**config.mk**
```make
export PLATFORM = sky130hd
export DESIGN_NAME = ufs_ctrl
export DESIGN_NICKNAME = d
export VERILOG_FILES = /design/src/rtl/ufs_pkg.sv /design/src/rtl/ufs_ctrl.sv
export SDC_FILE = /design/constraint.sdc
export NUM_CORES = 1
export LEC_CHECK = 0
export BUFFER_PORTS_ARGS = -buffer_cell sky130_fd_sc_hd__buf_2
export CAP_MARGIN = 40
export CORE_MARGIN = 5
export CORE_UTILIZATION = 30
export CTS_CLUSTER_SIZE = 20
export DETAILED_ROUTE_END_ITERATION = 6
export SLEW_MARGIN = 20
export SYNTH_ARGS = -nofsm -noshare
export SYNTH_HDL_FRONTEND = slang
export SYNTH_SLANG_ARGS = --single-unit
```
**constraint.sdc**
```tcl
create_clock -name i_clk -period 5 [get_ports i_clk]
set_input_delay 0.25 -clock i_clk [delete_from_list [all_inputs] [get_ports i_clk]]
set_output_delay 0.25 -clock i_clk [all_outputs]
set_load 0.03 [all_outputs]
```
**src/rtl/ufs_pkg.sv**
```systemverilog
// ufs_pkg: shared constants for the union-find-by-size block.
// Used by ufs_ctrl, union_find_by_size and ufs_checker; no dependencies.
package ufs_pkg;

    localparam int N_ELEMENTS_DEF = 1024;
    localparam int ELEM_W         = 10;
    localparam int SIZE_W         = 11;
    localparam int OP_W           = 2;

    localparam logic [OP_W-1:0] OP_UNION = 2'd0;
    localparam logic [OP_W-1:0] OP_FIND  = 2'd1;
    localparam logic [OP_W-1:0] OP_CLEAR = 2'd2;

    localparam logic [SIZE_W-1:0] SIZE_ONE = 11'd1;

endpackage

```
**src/rtl/ufs_ctrl.sv**
```systemverilog
// ufs_ctrl: sequencer for clear sweeps, index reduction, root walks and merges,
// plus the result register. Depends on ufs_pkg; drives the ufs_table ports.
module ufs_ctrl #(
    parameter int N_ELEMENTS = ufs_pkg::N_ELEMENTS_DEF,
    parameter int IW         = $clog2(N_ELEMENTS),
    parameter int DATA_W     = ufs_pkg::SIZE_W + IW
) (
    input  logic                        i_clk,
    input  logic                        i_rst_n,
    input  logic                        i_in_valid,
    output logic                        o_in_stall,
    input  logic [ufs_pkg::OP_W-1:0]    i_opcode,
    input  logic [ufs_pkg::ELEM_W-1:0]  i_elem_a,
    input  logic [ufs_pkg::ELEM_W-1:0]  i_elem_b,
    output logic                        o_out_valid,
    input  logic                        i_out_stall,
    output logic [ufs_pkg::ELEM_W-1:0]  o_root_a,
    output logic [ufs_pkg::ELEM_W-1:0]  o_root_b,
    output logic                        o_same_set,
    output logic [ufs_pkg::ELEM_W-1:0]  o_merged_root,
    output logic                        o_wr_en,
    output logic [IW-1:0]               o_wr_addr,
    output logic [DATA_W-1:0]           o_wr_data,
    output logic                        o_rd_en,
    output logic [IW-1:0]               o_rd_addr,
    input  logic [DATA_W-1:0]           i_rd_data
);

    localparam int  EW        = ufs_pkg::ELEM_W;
    localparam int  SW        = ufs_pkg::SIZE_W;
    localparam int  EXT_W     = (IW > EW) ? IW : EW;
    localparam int  CNT_W     = $clog2(EW);
    localparam bit  NEEDS_MOD = (N_ELEMENTS < (1 << EW)) &&
                                ((N_ELEMENTS & (N_ELEMENTS - 1)) != 0);
    localparam logic [IW-1:0]    LAST_IDX = IW'(N_ELEMENTS - 1);
    localparam logic [CNT_W-1:0] LAST_CNT = CNT_W'(EW - 1);
    localparam logic [IW:0]      N_EXT    = (IW + 1)'(N_ELEMENTS);

    typedef enum logic [2:0] {
        S_CLEAR,
        S_IDLE,
        S_REDUCE,
        S_WALK_A,
        S_WALK_B,
        S_WR_LOSER,
        S_WR_WINNER,
        S_DONE
    } t_state;

    t_state          r_state, n_state;
    logic [IW-1:0]   r_clr_addr, n_clr_addr;
    logic            r_clr_item, n_clr_item;
    logic            r_out_valid, n_out_valid;
    logic [CNT_W-1:0] r_cnt, n_cnt;

    logic [ufs_pkg::OP_W-1:0] r_op, n_op;
    logic [EW-1:0]   r_sh_a, n_sh_a, r_sh_b, n_sh_b;
    logic [IW-1:0]   r_rem_a, n_rem_a, r_rem_b, n_rem_b;
    logic [IW-1:0]   r_cur, n_cur;
    logic [IW-1:0]   r_b, n_b;
    logic [IW-1:0]   r_ra, n_ra, r_rb, n_rb, r_merged, n_merged;
    logic [SW-1:0]   r_size_a, n_size_a, r_size_b, n_size_b;
    logic            r_same, n_same;
    logic [EW-1:0]   r_o_ra, n_o_ra, r_o_rb, n_o_rb, r_o_mg, n_o_mg;
    logic            r_o_same, n_o_same;

    function automatic logic [IW-1:0] red_step(input logic [IW-1:0] rem, input logic bit_in);
        logic [IW:0] t;
        t = {rem, bit_in};
        if (t >= N_EXT) begin
            t = t - N_EXT;
        end
        return t[IW-1:0];
    endfunction

    function automatic logic [IW-1:0] to_idx(input logic [EW-1:0] v);
        logic [EXT_W-1:0] t;
        t = EXT_W'(v);
        return t[IW-1:0];
    endfunction

    function automatic logic [EW-1:0] to_out(input logic [IW-1:0] v);
        logic [EXT_W-1:0] t;
        t = EXT_W'(v);
        return t[EW-1:0];
    endfunction

    always_comb begin
        logic [IW-1:0] parent;
        logic [SW-1:0] size_rd;
        logic          a_wins;
        logic [IW-1:0] winner, loser;
        logic [SW-1:0] loser_size;

        parent     = i_rd_data[IW-1:0];
        size_rd    = i_rd_data[DATA_W-1 -: SW];
        a_wins     = r_size_a > r_size_b;
        winner     = a_wins ? r_ra : r_rb;
        loser      = a_wins ? r_rb : r_ra;
        loser_size = a_wins ? r_size_b : r_size_a;

        n_state     = r_state;
        n_clr_addr  = r_clr_addr;
        n_clr_item  = r_clr_item;
        n_out_valid = r_out_valid && i_out_stall;
        n_cnt       = r_cnt;
        n_op        = r_op;
        n_sh_a      = r_sh_a;
        n_sh_b      = r_sh_b;
        n_rem_a     = r_rem_a;
        n_rem_b     = r_rem_b;
        n_cur       = r_cur;
        n_b         = r_b;
        n_ra        = r_ra;
        n_rb        = r_rb;
        n_merged    = r_merged;
        n_size_a    = r_size_a;
        n_size_b    = r_size_b;
        n_same      = r_same;
        n_o_ra      = r_o_ra;
        n_o_rb      = r_o_rb;
        n_o_mg      = r_o_mg;
        n_o_same    = r_o_same;

        o_wr_en   = 1'b0;
        o_wr_addr = r_clr_addr;
        o_wr_data = {ufs_pkg::SIZE_ONE, r_clr_addr};
        o_rd_en   = 1'b0;
        o_rd_addr = r_cur;

        case (r_state)
            S_CLEAR: begin
                o_wr_en    = 1'b1;
                n_clr_addr = r_clr_addr + 1'b1;
                if (r_clr_addr == LAST_IDX) begin
                    n_clr_addr = '0;
                    n_state    = r_clr_item ? S_DONE : S_IDLE;
                end
            end
            S_IDLE: begin
                if (i_in_valid) begin
                    n_op = i_opcode;
                    if (i_opcode == ufs_pkg::OP_CLEAR) begin
                        n_clr_item = 1'b1;
                        n_ra       = '0;
                        n_rb       = '0;
                        n_merged   = '0;
                        n_same     = 1'b0;
                        n_state    = S_CLEAR;
                    end else if (NEEDS_MOD) begin
                        n_sh_a  = i_elem_a;
                        n_sh_b  = i_elem_b;
                        n_rem_a = '0;
                        n_rem_b = '0;
                        n_cnt   = '0;
                        n_state = S_REDUCE;
                    end else begin
                        o_rd_en   = 1'b1;
                        o_rd_addr = to_idx(i_elem_a);
                        n_cur     = to_idx(i_elem_a);
                        n_b       = to_idx(i_elem_b);
                        n_state   = S_WALK_A;
                    end
                end
            end
            S_REDUCE: begin
                n_rem_a = red_step(r_rem_a, r_sh_a[EW-1]);
                n_rem_b = red_step(r_rem_b, r_sh_b[EW-1]);
                n_sh_a  = {r_sh_a[EW-2:0], 1'b0};
                n_sh_b  = {r_sh_b[EW-2:0], 1'b0};
                n_cnt   = r_cnt + 1'b1;
                if (r_cnt == LAST_CNT) begin
                    o_rd_en   = 1'b1;
                    o_rd_addr = n_rem_a;
                    n_cur     = n_rem_a;
                    n_b       = n_rem_b;
                    n_state   = S_WALK_A;
                end
            end
            S_WALK_A: begin
                o_rd_en = 1'b1;
                if (parent == r_cur) begin
                    n_ra      = r_cur;
                    n_size_a  = size_rd;
                    o_rd_addr = r_b;
                    n_cur     = r_b;
                    n_state   = S_WALK_B;
                end else begin
                    o_rd_addr = parent;
                    n_cur     = parent;
                end
            end
            S_WALK_B: begin
                if (parent == r_cur) begin
                    n_rb     = r_cur;
                    n_size_b = size_rd;
                    n_same   = (r_ra == r_cur);
                    n_merged = r_cur;
                    if (r_op == ufs_pkg::OP_UNION && r_ra != r_cur) begin
                        n_state = S_WR_LOSER;
                    end else begin
                        n_state = S_DONE;
                    end
                end else begin
                    o_rd_en   = 1'b1;
                    o_rd_addr = parent;
                    n_cur     = parent;
                end
            end
            S_WR_LOSER: begin
                o_wr_en   = 1'b1;
                o_wr_addr = loser;
                o_wr_data = {loser_size, winner};
                n_merged  = winner;
                n_state   = S_WR_WINNER;
            end
            S_WR_WINNER: begin
                o_wr_en   = 1'b1;
                o_wr_addr = winner;
                o_wr_data = {SW'(r_size_a + r_size_b), winner};
                n_state   = S_DONE;
            end
            S_DONE: begin
                if (!r_out_valid || !i_out_stall) begin
                    n_out_valid = 1'b1;
                    n_o_ra      = to_out(r_ra);
                    n_o_rb      = to_out(r_rb);
                    n_o_mg      = to_out(r_merged);
                    n_o_same    = r_same;
                    n_clr_item  = 1'b0;
                    n_state     = S_IDLE;
                end
            end
            default: begin
                n_state = S_IDLE;
            end
        endcase
    end

    always_ff @(posedge i_clk) begin
        if (!i_rst_n) begin
            r_state     <= S_CLEAR;
            r_clr_addr  <= '0;
            r_clr_item  <= 1'b0;
            r_out_valid <= 1'b0;
            r_cnt       <= '0;
        end else begin
            r_state     <= n_state;
            r_clr_addr  <= n_clr_addr;
            r_clr_item  <= n_clr_item;
            r_out_valid <= n_out_valid;
            r_cnt       <= n_cnt;
        end
        r_op     <= n_op;
        r_sh_a   <= n_sh_a;
        r_sh_b   <= n_sh_b;
        r_rem_a  <= n_rem_a;
        r_rem_b  <= n_rem_b;
        r_cur    <= n_cur;
        r_b      <= n_b;
        r_ra     <= n_ra;
        r_rb     <= n_rb;
        r_merged <= n_merged;
        r_size_a <= n_size_a;
        r_size_b <= n_size_b;
        r_same   <= n_same;
        r_o_ra   <= n_o_ra;
        r_o_rb   <= n_o_rb;
        r_o_mg   <= n_o_mg;
        r_o_same <= n_o_same;
    end

    assign o_in_stall    = (r_state != S_IDLE);
    assign o_out_valid   = r_out_valid;
    assign o_root_a      = r_o_ra;
    assign o_root_b      = r_o_rb;
    assign o_same_set    = r_o_same;
    assign o_merged_root = r_o_mg;

endmodule

```
==> flow_summary_export.csv, run 1 <==
group,metric,value,unit
setup_path,slowest_stage,"mux2_2",
sta,clock.fmax,284.7,MHz
place,dp_slack,1.911,ns
synth,synth_top_flop_cell,"edfxtp_1",
sta,rsz0062_at_grt,"no",
clock_tree,clk_pin_slew_worst_paths,0.06,ns
sta,tightestPinTransition,0.7599,ns
routing,wl_per_cell,16.95,um
floorplan,dieArea,0.02435,mm^2
power_and_ir_drop,p_leak,3.293,nW
setup_path,crit_path_start_kind,"register",
place,placed_cell_area,0.007356,mm^2
synth,ys_seq_area_share,54.14,%
routing,drt_first_pass_iters,6,
final_layout,largestRegisters,"r_size_a (11), r_size_b (11)",
clock_tree,cts_setup_buffers,0,
synth,synthCells,566,
sta,clock_skew,0.01726,ns
synth,syn_avg_cell_area,11.30,um^2
setup_path,critPathKind,"reg2out",
synth,syn_nets,638,
global_routing,grt_max_degree,24,
setup_path,worstPathRequired,4.75,ns
routing,post-route-drc-count,0,
routing,dr.first_iter.drc_count,266,
clock_tree,postCtsHoldBufs,0,
synth,synth_edf_count,96,
synth,synth-warning-count,0,
power_and_ir_drop,p_per_area,417.5,mW/mm^2
routing,via_per_inst,4.784,
floorplan,io-pin-count,123,
power_and_ir_drop,peakVddDrop,0.2571,mV
floorplan,start_util,30.43,%
sta,finalSetupViolations,0,
setup_path,rr_startpoint,"r_state[0]",
sta,relSlewSlack,49.27,%
clock_tree,post_cts_resized,0,
sta,final-hold-violation-count,0,
global_routing,grt_use_total,13.78,%
floorplan,row_count,53,
final_layout,final_cell_mix,"buf_2 (122), edfxtp_1 (96), nor2_1 (42)",
synth,synthesis.area,0.006397,mm^2
place,dpl.hpwl,12.42,mm
status,outcome,"completed",
floorplan,core-area,0.02102,mm^2
final_layout,layout_commonest_cell,"buf_2",
sta,fin_crit_sh,70.25,%
worst_hold_path,hold_depth,1,
setup_path,worst-r2r-setup-slack,1.99,ns
clock_tree,worstSkewPairLatency,0.42,ns
global_routing,antenna_found_initial,4,
sta,finalMaxSlewViolations,0,
sta,fin_crit,3.513,ns
global_routing,grt_use_met2,21.64,%
global_routing,grt-busiest-layer,"met2",
setup_path,r2r_end,"r_ra[3]",
global_routing,grt_pass1_vias,4800,
setup_path,rr_worst_depth,4,
synth,postSynth.asyncResetShare,0,%
worst_hold_path,worstHoldPathType,"in2reg",
final_layout,area.growth.synth_to_final,24.86,%
sta,fin_ws,1.487,ns
final_layout,design_area,0.007988,mm^2
run,drv_cap,0,
global_routing,use_met3,4.549,%
clock_tree,cts_root_buf,"clkbuf_16",
routing,via_count,4703,
setup_path,cp_slowest_stage_delay,0.50,ns
place,gp_congestion,0.8186,
sta,timing.setup.tns,0,ns
synth,synth_seq_cells,125,
setup_path,critPathArrivalTime,3.26,ns
clock_tree,h-tree-depth,4,
routing,routed_wl,16.66,mm
worst_hold_path,min_from,"i_rd_data[13]",
clock_tree,numCtsBuffers,17,
setup_path,crit_chain,"ha_1 -> o21ai_0 -> a211o_1 -> a21oi_1 -> nand2_1 -> mux2_2 -> o211ai_1 -> buf_2",
routing,ant_nets,0,
global_routing,grt-ovfl-total,0,
global_routing,grt_pass1_wl,25.99,mm
synth,ys_types,55,
setup_path,crit_fanout,10,
clock_tree,cts.sinks,125,
clock_tree,cts_tree,"done",
place,portBuffers,122,
floorplan,die_x,156.0,um
worst_hold_path,holdPathEnd,"r_size_b[3]",
floorplan,die_y,156.0,um
final_layout,drive_above_1_share,25.18,%
clock_tree,cts_buffer_depth,2,
final_layout,final_nets,766,
setup_path,crit_path_end_kind,"output port",
global_routing,grtUsageMet1,18.05,%
layer usage:
layer / wire length (um) / share of wire, %
met4: 240 / 1.4
met5: 34 / 0.20
met2: 7578 / 45
met3: 968 / 5.8
met1: 7838 / 47
critical path, delay by kind of cell (launching register included):
family          cells  cell delay, ns
compound gates      4            0.93
mux                 1            0.50
flops               1            0.42
fa+ha+maj           1            0.41
simple gates        1            0.34
buf+inv             1            0.25
per-stage QoR:
| step | utilization, % | hold slack (ns) | std cells | total power, mW |
|---|---|---|---|---|
| floorplan | - | 0.3489 | 566 | 1.854 |
| global placement | 34.83 | 0.4021 | 947 | 2.078 |
| detailed placement | 34.99 | 0.4056 | 949 | 2.083 |
| CTS | 37.95 | 0.007602 | 981 | 3.373 |
| global route | 38.00 | 0.01200 | 983 | 3.499 |
| finish | 38.00 | 0.03587 | 983 | 3.335 |
worst max-delay path by stage:
| stage | start | endpoint | depth (start not counted) |
|---|---|---|---|
| final | r_size_a[6] | o_wr_addr[8] | 8 |
| after detailed placement | r_size_a[6] | o_wr_data[0] | 9 |
| after CTS | r_size_a[6] | o_wr_data[0] | 9 |
| after global routing | r_size_b[6] | o_wr_data[1] | 10 |
| after floorplan | r_size_a[7] | o_wr_data[0] | 9 |
| after global placement | r_size_a[3] | o_wr_addr[8] | 8 |
power by group:
group | switching [mW] | total (mW) | internal [mW]
registers | 0.140 | 1.35 | 1.21
clock network | 0.468 | 1.28 | 0.811
logic | 0.447 | 0.705 | 0.258
total | 1.05 | 3.33 | 2.28
layout make-up:
class / count / area, um^2
Timing Repair Buffer: 132 / 705.7
Multi-Input combinational cell: 388 / 2738
Tap cell: 275 / 344.1
Clock buffer: 21 / 493.0
Inverter: 30 / 112.6
Antenna cell: 1 / 2.502
Fill cell: 2066 / 13030
Clock inverter: 11 / 128.9
Sequential cell: 125 / 3463
synthesized netlist by cell type (2+ instances only):
library cell	number	area, um^2
edfxtp_1	96	2883
nor2_1	42	157.7
a22oi_1	3	22.52
o211ai_1	12	90.09
buf_4	3	22.52
clkbuf_1	15	56.30
o22ai_1	10	62.56
buf_2	4	20.02
inv_1	30	112.6
o2bb2ai_1	7	61.31
xnor2_1	15	131.4
ha_1	24	300.3
a221o_1	8	80.08
a21o_1	5	37.54
and3b_1	3	26.28
mux2i_1	29	290.3
and3_1	3	18.77
o21bai_1	15	112.6
a211oi_1	3	22.52
nand2_1	35	131.4
nand3_1	13	65.06
nand2b_1	8	50.05
a221oi_1	2	17.52
nor3_1	4	20.02
dfxtp_1	29	580.6
nor3b_1	2	15.01
nand4_1	9	56.30
a21oi_1	21	105.1
o21ai_0	33	165.2
xor2_1	25	219.0
nor2b_1	15	93.84
and2_1	20	125.1
logic make-up after synthesis:
logic type,synth area share (%)
mux,4.713
simple gates,13.83
buf+inv,3.364
compound gates,13.48
fa+ha+maj,5.007
xor+xnor,5.476
flops,54.14
(Power assumes the default switching activity.)
==> run 2: changes to the inputs <==
==> constraint.sdc (replaced) <==
create_clock -name i_clk -period 3.27 [get_ports i_clk]
set_input_delay 0.1635 -clock i_clk [delete_from_list [all_inputs] [get_ports i_clk]]
set_output_delay 0.1635 -clock i_clk [all_outputs]
set_load 0.03 [all_outputs]
==> flow_summary_export.csv, run 2 (synthesized netlist as in run 1, its figures left out) <==
group,metric,value,unit
sta,timing.setup.tns,0,ns
routing,drt_first_pass_iters,4,
place,placed_cell_area,0.007396,mm^2
clock_tree,numCtsBuffers,17,
sta,relSlewSlack,46.78,%
place,gp_congestion,0.7853,
setup_path,critPathArrivalTime,2.93,ns
global_routing,grt_use_total,14.28,%
setup_path,crit_path_start_kind,"register",
sta,final-hold-violation-count,0,
sta,fin_crit_sh,94.69,%
run,drv_cap,0,
power_and_ir_drop,p_per_area,609.8,mW/mm^2
clock_tree,cts_buffer_depth,2,
power_and_ir_drop,total_power,4.926,mW
floorplan,row_count,53,
setup_path,worstPathRequired,3.11,ns
floorplan,die_y,156.0,um
clock_tree,clk_pin_slew_worst_paths,0.06,ns
final_layout,area.growth.synth_to_final,26.29,%
clock_tree,h-tree-depth,4,
setup_path,r2r_end,"r_ra[3]",
clock_tree,cts_tree,"done",
floorplan,start_util,30.43,%
power_and_ir_drop,peakVddDrop,0.4535,mV
floorplan,dieArea,0.02435,mm^2
global_routing,grt_pass1_wl,26.94,mm
setup_path,worst-r2r-setup-slack,0.82,ns
sta,clock.fmax,323.0,MHz
clock_tree,cts.sinks,125,
final_layout,layout_commonest_cell,"buf_2",
final_layout,layout.cells.non_filler,1002,
routing,dr.first_iter.drc_count,301,
setup_path,crit_end,"o_wr_addr[0]",
routing,post-route-drc-count,0,
routing,via_per_inst,4.773,
global_routing,grt_pass1_vias,4954,
floorplan,core-area,0.02102,mm^2
sta,finalMaxSlewViolations,0,
routing,ant_nets,0,
sta,finalSetupViolations,0,
global_routing,grt_max_degree,33,
routing,via_count,4783,
global_routing,grt-ovfl-total,0,
setup_path,rr_worst_depth,5,
floorplan,die_x,156.0,um
final_layout,drive_above_1_share,25.58,%
setup_path,rr_startpoint,"r_cur[6]",
clock_tree,cts_setup_buffers,0,
sta,clock_skew,0.01017,ns
place,dpl.hpwl,12.43,mm
sta,tightestPinTransition,0.7964,ns
setup_path,crit_path_end_kind,"output port",
place,portBuffers,122,
setup_path,crit_start,"r_size_a[9]",
place,dp_cells,957,
routing,routed_wl,16.92,mm
worst_hold_path,worstHoldPathType,"in2reg",
final_layout,final_cell_mix,"buf_2 (122), edfxtp_1 (96), nor2_1 (42)",
final_layout,largestRegisters,"r_size_a (11), r_size_b (11)",
final_layout,design_area,0.008079,mm^2
final_layout,final_nets,786,
status,outcome,"completed",
final_layout,diodes,0,
routing,wl_per_cell,16.88,um
floorplan,io-pin-count,123,
sta,fin_crit,3.096,ns
clock_tree,worstSkewPairLatency,0.42,ns
power_and_ir_drop,p_leak,3.333,nW
setup_path,critPathKind,"reg2out",
sta,rsz0062_at_grt,"no",
setup_path,crit_fanout,10,
global_routing,antenna_found_initial,1,
clock_tree,cts_root_buf,"clkbuf_16",
==> run 2: cell count changes in the layout (fill, tap and decap cells not counted), moves of 2 or more <==
cell / delta
bufinv_16: -2
ha_2: +2
ha_1: -2
clkinvlp_4: +2
clkinv_1: +2
clkbuf_16: -2
dlygate4sd3_1: +13
buf_4: +8
==> run 2: critical path, stage by stage, from the launching register on <==
cell and delay (ns):
edfxtp_1 0.41, ha_1 0.38, nand3_1 0.17, a211o_1 0.29, a21oi_1 0.22, nand2_1 0.15, mux2_2 0.42, o211ai_1 0.23
buf_2 0.23
==> run 2: worst min path at each step <==
stage | cells past startpoint | end | slack, ns | startpoint
final | 2 | r_cur[6] | 0.03 | i_rd_data[6]
after global routing | 2 | r_state[0] | 0.02 | i_rst_n
after CTS | 2 | r_state[0] | 0.01 | i_rst_n
after detailed placement | 1 | r_size_a[2] | 0.36 | i_rd_data[12]
after global placement | 1 | r_size_b[4] | 0.35 | i_rd_data[14]
after floorplan | 0 | r_op[0] | 0.26 | i_opcode[0]
==> run 2: final cells by class <==
| class | count | area, um^2 |
|---|---|---|
| fill | 2070 | 12940 |
| sequential | 125 | 3463 |
| multi-input combinational | 388 | 2743 |
| timing repair buffer | 152 | 872.1 |
| clock buffer | 19 | 452.9 |
| tap | 275 | 344.1 |
| inverter | 30 | 112.6 |
| clock inverter | 13 | 91.34 |
==> run 2: routing by layer <==
layer  vias up  wire [um]  GRT usage [%]
met1      2288       7969          18.93
met5         -         20              0
met2       119       7882          23.08
met3        17        846          3.578
li1       2357          -              -
met4         2        199          4.377
==> run 2: power breakdown <==
group	switching, mW	total [mW]	internal, mW
Combinational	0.734	1.16	0.430
Clock	0.723	1.73	1.01
Sequential	0.180	2.03	1.85
Total	1.64	4.93	3.29
==> run 2: per-stage QoR <==
step / utilization, % / hold WS, ns / worst slack [ns]
floorplan: - / 0.2624 / 0.5720
global placement: 35.18 / 0.3541 / 0.6589
detailed placement: 35.18 / 0.3587 / 0.6071
CTS: 38.39 / 0.01195 / 0.1521
global route: 38.43 / 0.01587 / 0.00005218
finish: 38.43 / 0.02594 / 0.1736
==> run 2: timing repair <==
action	CTS	global route
resized for setup	0	3
setup endpoints to repair	0	4
endpoints found under the hold margin	24	0
hold buffers	13	0
==> run 3: changes to the inputs <==
--- a/config.mk
+++ b/config.mk
@@ -7,10 +7,13 @@
 export LEC_CHECK = 0
 export BUFFER_PORTS_ARGS = -buffer_cell sky130_fd_sc_hd__buf_2
 export CAP_MARGIN = 40
+export CELL_PAD_IN_SITES_DETAIL_PLACEMENT = 1
+export CELL_PAD_IN_SITES_GLOBAL_PLACEMENT = 1
 export CORE_MARGIN = 5
 export CORE_UTILIZATION = 30
 export CTS_CLUSTER_SIZE = 20
 export DETAILED_ROUTE_END_ITERATION = 6
+export PLACE_DENSITY_LB_ADDON = 0.1
 export SLEW_MARGIN = 20
 export SYNTH_ARGS = -nofsm -noshare
 export SYNTH_HDL_FRONTEND = slang
==> flow_summary_export.csv, run 3 (synthesized netlist as in run 1, its figures left out) <==
group,metric,value,unit
status,outcome,"completed",
final_layout,postLayoutCoreUtil,38.78,%
sta,fin_crit,3.113,ns
run,drv_cap,0,
power_and_ir_drop,p_leak,3.380,nW
clock_tree,cts_buffer_depth,2,
routing,via_per_inst,4.853,
place,gp_congestion,0.8292,
global_routing,grt_pass1_wl,28.90,mm
global_routing,grt-ovfl-total,0,
setup_path,crit_path_end_kind,"output port",
sta,clock.fmax,321.2,MHz
final_layout,layout_commonest_cell,"buf_2",
routing,dr.first_iter.drc_count,197,
place,dpl.hpwl,14.17,mm
final_layout,design_area,0.008153,mm^2
routing,via_count,4872,
sta,clock_skew,0.01181,ns
routing,wl_per_cell,18.48,um
place,placed_cell_area,0.007411,mm^2
final_layout,diodes,0,
place,portBuffers,122,
sta,finalSetupViolations,0,
sta,fin_ws,0.1567,ns
final_layout,fillers,2331,
final_layout,drive_above_1_share,26.47,%
final_layout,final_nets,788,
sta,fin_crit_sh,95.21,%
clock_tree,cts_tree,"done",
final_layout,area.growth.synth_to_final,27.44,%
power_and_ir_drop,peakVddDrop,0.3113,mV
setup_path,crit_path_start_kind,"register",
floorplan,dieArea,0.02435,mm^2
floorplan,die_x,156.0,um
global_routing,antenna_found_initial,0,
setup_path,critPathKind,"reg2out",
routing,ant_nets,0,
power_and_ir_drop,total_power,5.110,mW
global_routing,grt_pass1_vias,5178,
routing,post-route-drc-count,0,
floorplan,start_util,30.43,%
final_layout,final_cell_mix,"buf_2 (121), edfxtp_1 (96), nor2_1 (42)",
power_and_ir_drop,p_per_area,626.8,mW/mm^2
floorplan,core-area,0.02102,mm^2
clock_tree,numCtsBuffers,17,
place,dp_slack,0.5435,ns
global_routing,grt_max_degree,33,
global_routing,grt_use_total,15.37,%
final_layout,regArea,0.003463,mm^2
floorplan,io-pin-count,123,
final_layout,largestRegisters,"r_size_a (11), r_size_b (11)",
floorplan,row_count,53,
final_layout,multi_input_area,0.002761,mm^2
sta,relSlewSlack,50.10,%
clock_tree,cts_root_buf,"clkbuf_16",
clock_tree,worstSkewPairLatency,0.41,ns
clock_tree,clk_pin_slew_worst_paths,0.06,ns
sta,finalMaxSlewViolations,0,
clock_tree,cts_setup_buffers,0,
setup_path,crit_fanout,10,
floorplan,die_y,156.0,um
setup_path,worstPathRequired,3.11,ns
routing,drt_first_pass_iters,4,
setup_path,critPathArrivalTime,2.95,ns
sta,tightestPinTransition,0.7407,ns
clock_tree,cts.sinks,125,
sta,final-hold-violation-count,0,
worst_hold_path,worstHoldPathType,"in2reg",
clock_tree,h-tree-depth,4,
routing,routed_wl,18.55,mm
[run 3: timing repair]
| item | 4_1_cts | 5_1_grt |
|---|---|---|
| hold buffers | 13 | 0 |
| setup endpoints to repair | 0 | 17 |
| gates resized for setup | 0 | 10 |
| endpoints found under the hold margin | 24 | 0 |
[run 3: layout make-up]
cell class,count,share of cell area (%)
Timing Repair Buffer,154,10.87
Tap cell,275,4.220
Clock inverter,15,1.964
Inverter,30,1.381
Clock buffer,17,5.218
Multi-Input combinational cell,388,33.87
Sequential cell,125,42.48
[run 3: per-stage QoR]
step	hold WS [ns]	setup TNS, ns	std cells
3_5_place_dp	0.3583	0	959
3_3_place_gp	0.3525	0	959
6_report	0.02641	0	1004
4_1_cts	0.008742	0	1004
2_1_floorplan	0.2624	0	566
5_1_grt	0.01468	-0.005508	1004
[run 3: path summary, 6_finish.rpt]
path	depth (start not counted)	slack (ns)	endpoint	start
setup / recovery	9	0.16	o_wr_data[8]	r_size_a[10]
hold reg to reg	0	0.41	o_merged_root[8]	r_merged[8]
setup reg to reg	5	0.76	r_ra[7]	r_cur[6]
hold / removal	2	0.03	r_cur[0]	i_rd_data[0]
[run 3: report_power, final]
part	internal [mW]	switching [mW]
logic	0.446	0.761
clock network	1.14	0.753
registers	1.85	0.163
total	3.43	1.68
[run 3: per-layer routing]
metal  GRT usage [%]  routed length, um  share of wire (%)
met1           20.96               8933                 48
met5               0                  0                  0
met3           3.828                863                4.7
met2           24.02               8469                 46
met4           5.002                282                1.5
[run 3: worst max-delay path, cell delays in order, from the launching register on]
cell and delay, ns:
edfxtp_1 0.40, ha_1 0.41, nand3_1 0.19, a211o_1 0.33, a21oi_2 0.19, nand2_1 0.13, buf_4 0.22, mux2i_1 0.15
o21ai_0 0.26, buf_2 0.26
